**src/rtl/bclrt_ram.sv**
```systemverilog
// Generic single-write, single-read RAM with registered read data.
// No dependencies.
module bclrt_ram #(
  parameter int Width = 8,
  parameter int Depth = 16
) (
  input  logic                     clk_i,
  input  logic                     we_i,
  input  logic [$clog2(Depth)-1:0] waddr_i,
  input  logic [Width-1:0]         wdata_i,
  input  logic                     re_i,
  input  logic [$clog2(Depth)-1:0] raddr_i,
  output logic [Width-1:0]         rdata_o
);

  logic [Width-1:0] mem_q [Depth];

  always_ff @(posedge clk_i) begin
    if (we_i) begin
      mem_q[waddr_i] <= wdata_i;
    end
    if (re_i) begin
      rdata_o <= mem_q[raddr_i];
    end
  end

endmodule

```
**config.mk**
```make
export PLATFORM = sky130hd
export DESIGN_NAME = bclrt_ram
export DESIGN_NICKNAME = d
export VERILOG_FILES = /design/src/rtl/bclrt_ram.sv
export SDC_FILE = /design/constraint.sdc
export NUM_CORES = 1
export LEC_CHECK = 0
export ABC_AREA = 1
export BUFFER_PORTS_ARGS = -buffer_cell sky130_fd_sc_hd__buf_2
export CAP_MARGIN = 20
export CORE_MARGIN = 2
export CORE_UTILIZATION = 34
export DETAILED_ROUTE_END_ITERATION = 10
export GPL_ROUTABILITY_DRIVEN = 0
export HOLD_SLACK_MARGIN = 0.02
export PLACE_DENSITY_LB_ADDON = 0.3
export SKIP_LAST_GASP = 1
export SLEW_MARGIN = 10
export SYNTH_ARGS = -nofsm -noshare
export SYNTH_HDL_FRONTEND = slang
export SYNTH_SLANG_ARGS = --single-unit
```
**constraint.sdc**
```tcl
create_clock -name clk_i -period 1.3 [get_ports clk_i]
set_input_delay 0.065 -clock clk_i [delete_from_list [all_inputs] [get_ports clk_i]]
set_output_delay 0.065 -clock clk_i [all_outputs]
set_load 0.02 [all_outputs]
```
==> results by group <==
Setup path
  • Critical path peak fanout: 1
  • Crit path launch: mem_q[7][5]
  • Worst EP required: ~1500 ps
  • Worst Path Arrival: approximately 1400 ps
  • Crit start category: register
  • Crit path capture type: register
  • R2r setup slk: 90 ps
  • Crit path capture: rdata_o[5]
  • Reg2Reg Depth: 6
  • R2R Path Start: mem_q[7][5]
  • Crit path kind: register to register
  • Reg2reg end: rdata_o[5]

Timing
  • Endpoints failing hold: 0
  • Layout Skew: 5.39 ps
  • Rel. slew slack: 0.589
  • Least-Margin Pin Slew: roughly 620 ps
  • Hold Slack: approximately 80 ps
  • Setup_tns: 0 ps
  • Crit path setup slack, layout: 87.4 ps
  • Final setup viols: 0
  • RSZ-0062 raised after global routing: no
  • Fin. max-slew vios: 0
  • Tcrit/Tclk final: 0.933
  • Fmax: between 0.8 and 0.9 GHz
  • Fin crit period: around 1200 ps

Drt
  • DR iter-0 viols: between 300 and 400
  • WL per Instance: about 16 um
  • Vias: ~3800
  • Drt pass-1 iters: 5
  • DRT antenna net count: 0
  • Via density: between 4 and 5
  • Total Wirelength: approximately 13000 um
  • DRC viols: 0

Yosys
  • Cell taking the most area after synthesis: edfxtp_1
  • #FFs+latches synth: roughly 140
  • Syn nets: 570
  • Yosys cell types: 11
  • Synthesized area per cell: approximately 11 um2
  • Ys Warns: 0
  • Top cell type's share of synthesized area: 0.698
  • Sequential share of the synthesized area: 0.698
  • Synthesized instance count: 551
  • Mapped Area: slightly below 6000 um2
  • Synth area leaders: edfxtp_1 (70%), nand2_1 (11%), nand3_1 (8.3%)

Floorplanning
  • Die Y: about 140 um
  • Core Rows: 47
  • Number of placed I/O pins: 27
  • Core Region: about 17000 um2
  • Initial core utilization: 0.350
  • Die X: 135 um
  • Die area: 18300 um2

Global routing
  • Vias in the first global route: about 3700
  • First-pass GRT wire length: 21000 um
  • GRT Util Overall: 0.157
  • Largest net degree at the start of global routing: between 60 and 70
  • Congestion Overflow GR: 0
  • Initial antenna violation count: 0

Pwr
  • Lkg Pwr: between 2 and 3 nW
  • Max IR drop VDD: roughly 1100 uV
  • Pwr dens: 1410 nW/um2
  • Pwr Total: 9.57 mW

Clock network
  • Post-CTS sizing: 0
  • Clk root buf: clkbuf_16
  • Worst-path clk slew: about 60 ps
  • Bufs on Longest Clock Path: 2
  • CTS tree: done
  • Post-CTS Hold Fix Bufs: 1
  • H-tree lvl count: 4
  • CTS sink count: 136
  • Post-CTS setup-driven buffer insertion count: 0
  • TritonCTS Buffers: 17
  • Clk_lat worst skew: ~420 ps

Cells and area
  • Share of cells above drive strength 1: 0.116
  • Syn-to-layout area delta: 15.9%
  • Fin util: 0.406
  • Post-layout instance area: 6780 um2
  • Layout net count: 614
  • Post-Layout Cell Count: approximately 830
  • Fill cells: 1639
  • Diodes inserted: 0

Place
  • I/O Buffers: 26
  • Hpwl dp: 8400 um
  • Placed Cells incl. Taps: 795
  • Worst slack, placed: -54.9 ps
  • Dpl cell area: about 6300 um2

Outcome
  • Status: finished, final reports clean

Worst hold path
  • Type of the worst min-delay path: input port to register

Job
  • Max Cap Viol: 0
-- flip-flops by register name, summed over array words and instances, names as in the netlist --
name	count
rdata_o	8
mem_q	128
-- final cells by class --
cell class / instances / area, um2 / area share
clock inverter: 8 / 33.8 / 0.00499
clock buffer: 22 / 444 / 0.0655
timing repair buffer: 49 / 343 / 0.0506
inverter: 102 / 383 / 0.0565
sequential: 136 / 4080 / 0.603
multi-input combinational: 289 / 1210 / 0.179
tap: 220 / 275 / 0.0406
-- where the power goes --
part	total, mW	internal (mW)	switching (mW)
Sequential	4.98	4.95	0.0311
Combinational	0.630	0.183	0.447
Clock	3.96	2.36	1.60
Total	9.57	7.49	2.08
-- cells in the final DEF (no fill, tap or decap) --
| master | synthesis | final |
|---|---|---|
| inv_1 | 100 | 100 |
| nand3b_1 | 2 | 2 |
| nand2_1 | 173 | 173 |
| buf_4 | 4 | 19 |
| buf_12 | 0 | 3 |
| edfxtp_1 | 136 | 136 |
| clkbuf_1 | 0 | 5 |
| clkinv_2 | 0 | 3 |
| nor2_1 | 17 | 17 |
| clkbuf_16 | 0 | 17 |
| nand3_1 | 97 | 97 |
| clkinv_1 | 0 | 5 |
| buf_2 | 13 | 26 |
| inv_2 | 2 | 2 |
| dlygate4sd3_1 | 0 | 1 |
-- synthesized netlist by cell type --
| cell type | n |
|---|---|
| buf_1 | 1 |
| edfxtp_1 | 136 |
| buf_6 | 6 |
| nand3b_1 | 2 |
| nand2_1 | 173 |
| nor2_1 | 17 |
| buf_4 | 4 |
| buf_2 | 13 |
| nand3_1 | 97 |
| inv_1 | 100 |
| inv_2 | 2 |
-- cell families (layout without fill, tap and decap cells) --
| group | after synthesis | after routing | share of synthesized area |
|---|---|---|---|
| DFF | 136 | 136 | 0.698 |
| and+or+nand+nor | 289 | 289 | 0.208 |
| buffers and inverters | 126 | 181 | 0.0939 |
-- critical path, cell delays in order, from the launching register on --
cell and delay, ps:
edfxtp_1 360, inv_1 70, nand2_1 50, nand3_1 90
nand3_1 140, nand3_1 180, nand2_1 70
-- worst min path at each step --
stage,slack (ps),from,endpoint,cells past startpoint
after global placement,450,re_i,rdata_o[7],1
after CTS,80,wdata_i[0],mem_q[9][0],1
after floorplan,160,wdata_i[0],mem_q[0][0],0
after detailed placement,440,re_i,rdata_o[7],1
after global routing,80,wdata_i[1],mem_q[0][1],1
final,80,wdata_i[0],mem_q[0][0],1
-- per-layer routing --
metal | vias up | track usage | part of all wire
met4 | 0 | 0.0799 | 0.028
met2 | 100 | 0.230 | 0.44
met3 | 24 | 0.0329 | 0.061
met1 | 1829 | 0.222 | 0.47
met5 | - | 0 | 0
li1 | 1862 | - | -
Power figures use the tool's default switching activity.
