### config.mk
export PLATFORM = sky130hd
export DESIGN_NAME = bclrt_search
export DESIGN_NICKNAME = d
export VERILOG_FILES = /design/src/rtl/bclrt_pkg.sv /design/src/rtl/bclrt_search.sv
export SDC_FILE = /design/constraint.sdc
export NUM_CORES = 1
export LEC_CHECK = 0
export ABC_CLOCK_PERIOD_IN_PS = 3900
export BUFFER_PORTS_ARGS = -buffer_cell sky130_fd_sc_hd__buf_2
export CAP_MARGIN = 25
export CORE_ASPECT_RATIO = 1.1
export CORE_MARGIN = 1
export CORE_UTILIZATION = 50
export DETAILED_ROUTE_END_ITERATION = 8
export PLACE_DENSITY = 0.84
export SKIP_LAST_GASP = 1
export SYNTH_ARGS = -nofsm -noshare
export SYNTH_HDL_FRONTEND = slang
export SYNTH_SLANG_ARGS = --single-unit
### constraint.sdc
create_clock -name clk_i -period 3.9 [get_ports clk_i]
set_input_delay 0.39 -clock clk_i [delete_from_list [all_inputs] [get_ports clk_i]]
set_output_delay 0.39 -clock clk_i [all_outputs]
set_load 0.02 [all_outputs]
### src/rtl/bclrt_pkg.sv
// Shared types and constants for the bytecode line run table.
// Used by bclrt_search and bytecode_line_run_table; no dependencies.
package bclrt_pkg;

  // Default store sizes
  localparam int CodeDepthDef = 4096;
  localparam int RunDepthDef  = 1024;
  localparam int LineBitsDef  = 16;

  // Fixed port field widths
  localparam int OpW     = 2;
  localparam int ByteW   = 8;
  localparam int LineW   = 16;
  localparam int OffW    = 12;
  localparam int StatusW = 2;
  localparam int StoredW = 13;

  // Op codes
  localparam logic [OpW-1:0] OP_APPEND = 2'd0;
  localparam logic [OpW-1:0] OP_LOOKUP = 2'd1;
  localparam logic [OpW-1:0] OP_CLEAR  = 2'd2;

  // Status codes
  localparam logic [StatusW-1:0] ST_OK    = 2'd0;
  localparam logic [StatusW-1:0] ST_FULL  = 2'd1;
  localparam logic [StatusW-1:0] ST_EMPTY = 2'd2;

  typedef struct packed {
    logic start;
  } srch_req_t;

  typedef struct packed {
    logic busy;
    logic done;
  } srch_rsp_t;

endpackage

### src/rtl/bclrt_search.sv
// Binary search sequencer over the run start store (address, then compare).
// Depends on bclrt_pkg; the run RAM itself sits in the top level.
module bclrt_search #(
  parameter int IdxW   = 10,
  parameter int StartW = 12
) (
  input  logic                        clk_i,
  input  logic                        rst_ni,
  input  bclrt_pkg::srch_req_t        req_i,
  input  logic [IdxW-1:0]             last_i,
  input  logic [bclrt_pkg::OffW-1:0]  off_i,
  input  logic [StartW-1:0]           start_i,
  output logic                        rd_en_o,
  output logic [IdxW-1:0]             rd_addr_o,
  output logic [IdxW-1:0]             idx_o,
  output bclrt_pkg::srch_rsp_t        rsp_o
);

  localparam int CmpW = (StartW > bclrt_pkg::OffW) ? StartW : bclrt_pkg::OffW;

  typedef enum logic [3:0] {
    S_IDLE = 4'b0001,
    S_ADDR = 4'b0010,
    S_CMP  = 4'b0100,
    S_DONE = 4'b1000
  } srch_state_e;

  srch_state_e     state_q, state_d;
  logic [IdxW-1:0] lo_q, lo_d, hi_q, hi_d, mid_q, mid_d;
  logic [IdxW-1:0] lo_n, hi_n;
  logic [IdxW:0]   mid_sum;
  logic            le_off;

  // upper midpoint, so lo always moves on a hit
  assign mid_sum = (IdxW+1)'(lo_q) + (IdxW+1)'(hi_q) + (IdxW+1)'(1);
  assign le_off  = CmpW'(start_i) <= CmpW'(off_i);

  always_comb begin
    state_d = state_q;
    lo_d    = lo_q;
    hi_d    = hi_q;
    mid_d   = mid_q;
    lo_n    = lo_q;
    hi_n    = hi_q;
    case (state_q)
      S_IDLE: begin
        if (req_i.start) begin
          lo_d    = '0;
          hi_d    = last_i;
          state_d = (last_i == '0) ? S_DONE : S_ADDR;
        end
      end
      S_ADDR: begin
        mid_d   = mid_sum[IdxW:1];
        state_d = S_CMP;
      end
      S_CMP: begin
        if (le_off) begin
          lo_n = mid_q;
        end else begin
          hi_n = mid_q - IdxW'(1);
        end
        lo_d    = lo_n;
        hi_d    = hi_n;
        state_d = (lo_n < hi_n) ? S_ADDR : S_DONE;
      end
      S_DONE: begin
        state_d = S_IDLE;
      end
      default: begin
        state_d = S_IDLE;
      end
    endcase
  end

  always_ff @(posedge clk_i or negedge rst_ni) begin
    if (!rst_ni) begin
      state_q <= S_IDLE;
    end else begin
      state_q <= state_d;
    end
  end

  always_ff @(posedge clk_i) begin
    lo_q  <= lo_d;
    hi_q  <= hi_d;
    mid_q <= mid_d;
  end

  assign rd_en_o    = (state_q == S_ADDR);
  assign rd_addr_o  = mid_sum[IdxW:1];
  assign idx_o      = lo_q;
  assign rsp_o.busy = (state_q != S_IDLE);
  assign rsp_o.done = (state_q == S_DONE);

endmodule

==> impl_metrics.env <==
export IMPL_async_flop_share_pct=11.8
export IMPL_areaGrowthSynthToFinish_pct=18.5
export IMPL_totalWireLength_um=5920
export IMPL_fp_dieW_um=70.2
export IMPL_relSlewSlack_pct=35.6
export IMPL_root_buffer="clkbuf_8"
export IMPL_synth_seq_area_share_pct=39.2
export IMPL_h_tree_depth=2
export IMPL_place_inst=356
export IMPL_ir_worst_vdd_uv=461
export IMPL_hold_path_class="in2reg"
export IMPL_dpl_worst_slack_ns=0.174
export IMPL_cts_clk_slew_worst_paths_ns=0.07
export IMPL_wl_per_cell_um=16.2
export IMPL_syn_instance_count=242
export IMPL_synth_ff_type="edfxtp_1"
export IMPL_total_power_mw=2.05
export IMPL_crit_fanout=4
export IMPL_place_congestion=0.863
export IMPL_synth_edf_count=30
export IMPL_synth_distinct_cells=43
export IMPL_start_kind="flip-flop"
export IMPL_antenna_cells=0
export IMPL_grt_pass1_wl_um=10100
export IMPL_top_level_ports=60
export IMPL_dpl_hpwl_um=4590
export IMPL_first_global_vias=2237
export IMPL_end_kind="output pin"
export IMPL_cts_sinks=34
export IMPL_post_route_min_period_ns=3.57
export IMPL_grt_usage_pct=23.9
export IMPL_post_cts_buffers=0
export IMPL_drc=0
export IMPL_layout_cells_non_filler=365
export IMPL_dieHeight_um=77.0
export IMPL_skew_ns=0.00683
export IMPL_crit_type="reg2out"
export IMPL_start_util_pct=53.5
export IMPL_final_layout_size_suffix_gt1_share_pct=27.2
export IMPL_cp_required_ns=3.51
export IMPL_final_setup_tns_ns=0
export IMPL_antenna_found_initial=0
export IMPL_numCtsBuffers=5
export IMPL_setup_ws_ns=0.328
export IMPL_std_cell_rows=26
export IMPL_hold_violations=0
export IMPL_clk_path_buf_depth=2
export IMPL_grt_max_degree=25
export IMPL_drt_iter0_drc=135
export IMPL_final_util_pct=63.4
export IMPL_min_period_over_period_pct=91.6
export IMPL_power_leakage_nw=1.42
export IMPL_crit_arrival_ns=3.18
export IMPL_setup_viol=0
export IMPL_ys_ff_latch=34
export IMPL_max_freq_ghz=0.280
export IMPL_dr_total_vias=2090
export IMPL_power_density_mw_per_mm2=677
export IMPL_layout_commonest_cell="buf_2"
export IMPL_synth_avg_cell_area_um2=10.6
export IMPL_ys_warn_count=0
export IMPL_nets=377
export IMPL_drt_pass1_iterations=4
export IMPL_outcome="finished, final reports clean"
export IMPL_cts_tree="done"
export IMPL_ant_nets=0
export IMPL_port_buffers=59
export IMPL_nFillCells=394
export IMPL_drv_cap=0
export IMPL_rsz0062_at_grt="false"
export IMPL_core_mm2=0.00478
export IMPL_final_cell_mix="buf_2 (59), ha_1 (31), edfxtp_1 (30), nand2_1 (20), inv_1 (16)"
export IMPL_overflow=0
export IMPL_dieArea_mm2=0.00541
export IMPL_syn_area_mm2=0.00256
export IMPL_worst_pin_slew_ns=0.963
export IMPL_synth_nets=311
export IMPL_clock_latency_ns=0.30
export IMPL_finalMaxSlewViolations=0
export IMPL_routed_via_density=5.73
## synthesized netlist by cell type, types with 2 or more instances
| master | number | area share [%] |
|---|---|---|
| a21o_1 | 6 | 1.8 |
| a21oi_1 | 13 | 2.5 |
| a221o_1 | 2 | 0.78 |
| and2_1 | 9 | 2.2 |
| clkbuf_1 | 3 | 0.44 |
| dfrtp_1 | 3 | 2.9 |
| edfxtp_1 | 30 | 35 |
| ha_1 | 31 | 15 |
| inv_1 | 16 | 2.3 |
| mux2_4 | 8 | 4.7 |
| mux2i_1 | 12 | 4.7 |
| nand2_1 | 20 | 2.9 |
| nand3_1 | 5 | 0.98 |
| nand3b_1 | 2 | 0.59 |
| nand4_1 | 3 | 0.73 |
| nor2_1 | 13 | 1.9 |
| nor2b_1 | 4 | 0.98 |
| nor3_1 | 3 | 0.59 |
| nor4_1 | 4 | 0.98 |
| nor4b_1 | 5 | 1.7 |
| o21ai_0 | 14 | 2.7 |
| xnor2_1 | 10 | 3.4 |
| xor2_1 | 6 | 2.1 |
## flip-flops by register name (all words and copies together) (netlist names)
name	flops
idx_o	10
state_q	4
mid_q	10
hi_q	10
## power breakdown
part	total (mW)	switching, mW	internal [mW]
clock network	0.259	0.137	0.122
logic	1.13	0.681	0.447
registers	0.666	0.0999	0.566
total	2.05	0.918	1.14
## per-stage QoR
| step | hold slack [ns] | cell area, µm² |
|---|---|---|
| 6_report | 0.391 | 3030 |
| 5_1_grt | 0.418 | 3030 |
| 4_1_cts | 0.385 | 3030 |
| 3_5_place_dp | 0.202 | 2940 |
| 3_3_place_gp | 0.199 | 2940 |
| 2_1_floorplan | 0.0944 | 2560 |
## worst max-delay path, cell delays in order, from the launching register on
cell	delay, ns
edfxtp_1	0.42
or2_2	0.35
fa_1	0.42
a21o_1	0.18
a21oi_1	0.28
nor2b_1	0.09
o21a_1	0.20
o41ai_1	0.51
o21ai_0	0.24
buf_2	0.20
## repair_timing
action / in CTS / in global routing
hold endpoints to repair: 3 / 0
hold buffers: 1 / 0
gates resized for setup: 0 / 0
## kinds of logic after synthesis
group,synth area share [%]
fa+ha+maj,15.9
simple gates,15.3
compound gates,10.8
xor+xnor,5.48
buf+inv,3.52
mux,9.83
flops,39.2
## cell type report
class	instances	area, µm²	share of cell area (%)
clock buffers	5	68.8	2.27
clock inverters	3	16.3	0.537
inverters	16	60.1	1.98
multi-input cells	187	1480	48.8
flip-flops and latches	34	1000	33.1
well taps	56	70.1	2.31
repair buffers	64	335	11.1
## layer usage
metal / routed length (µm) / global-route usage, % / part of all wire, %
met1: 2660 / 29.1 / 45
met2: 2910 / 41.3 / 49
met3: 209 / 5.12 / 3.5
met4: 131 / 8.80 / 2.2
met5: 0 / 0 / 0
## path summary, 6_finish.rpt
path	startpoint	end	slack [ns]	cells after the start
max reg2reg	mid_q[2]	state_q[3]	0.79	10
min reg2reg	state_q[3]	state_q[2]	0.56	1
min in group asynchronous	rst_ni	state_q[1]	0.42	2
max	idx_o[0]	rd_addr_o[9]	0.33	9
max in group asynchronous	rst_ni	state_q[0]	3.27	2
min	last_i[8]	hi_q[8]	0.39	3
Power figures use the tool's default switching activity.
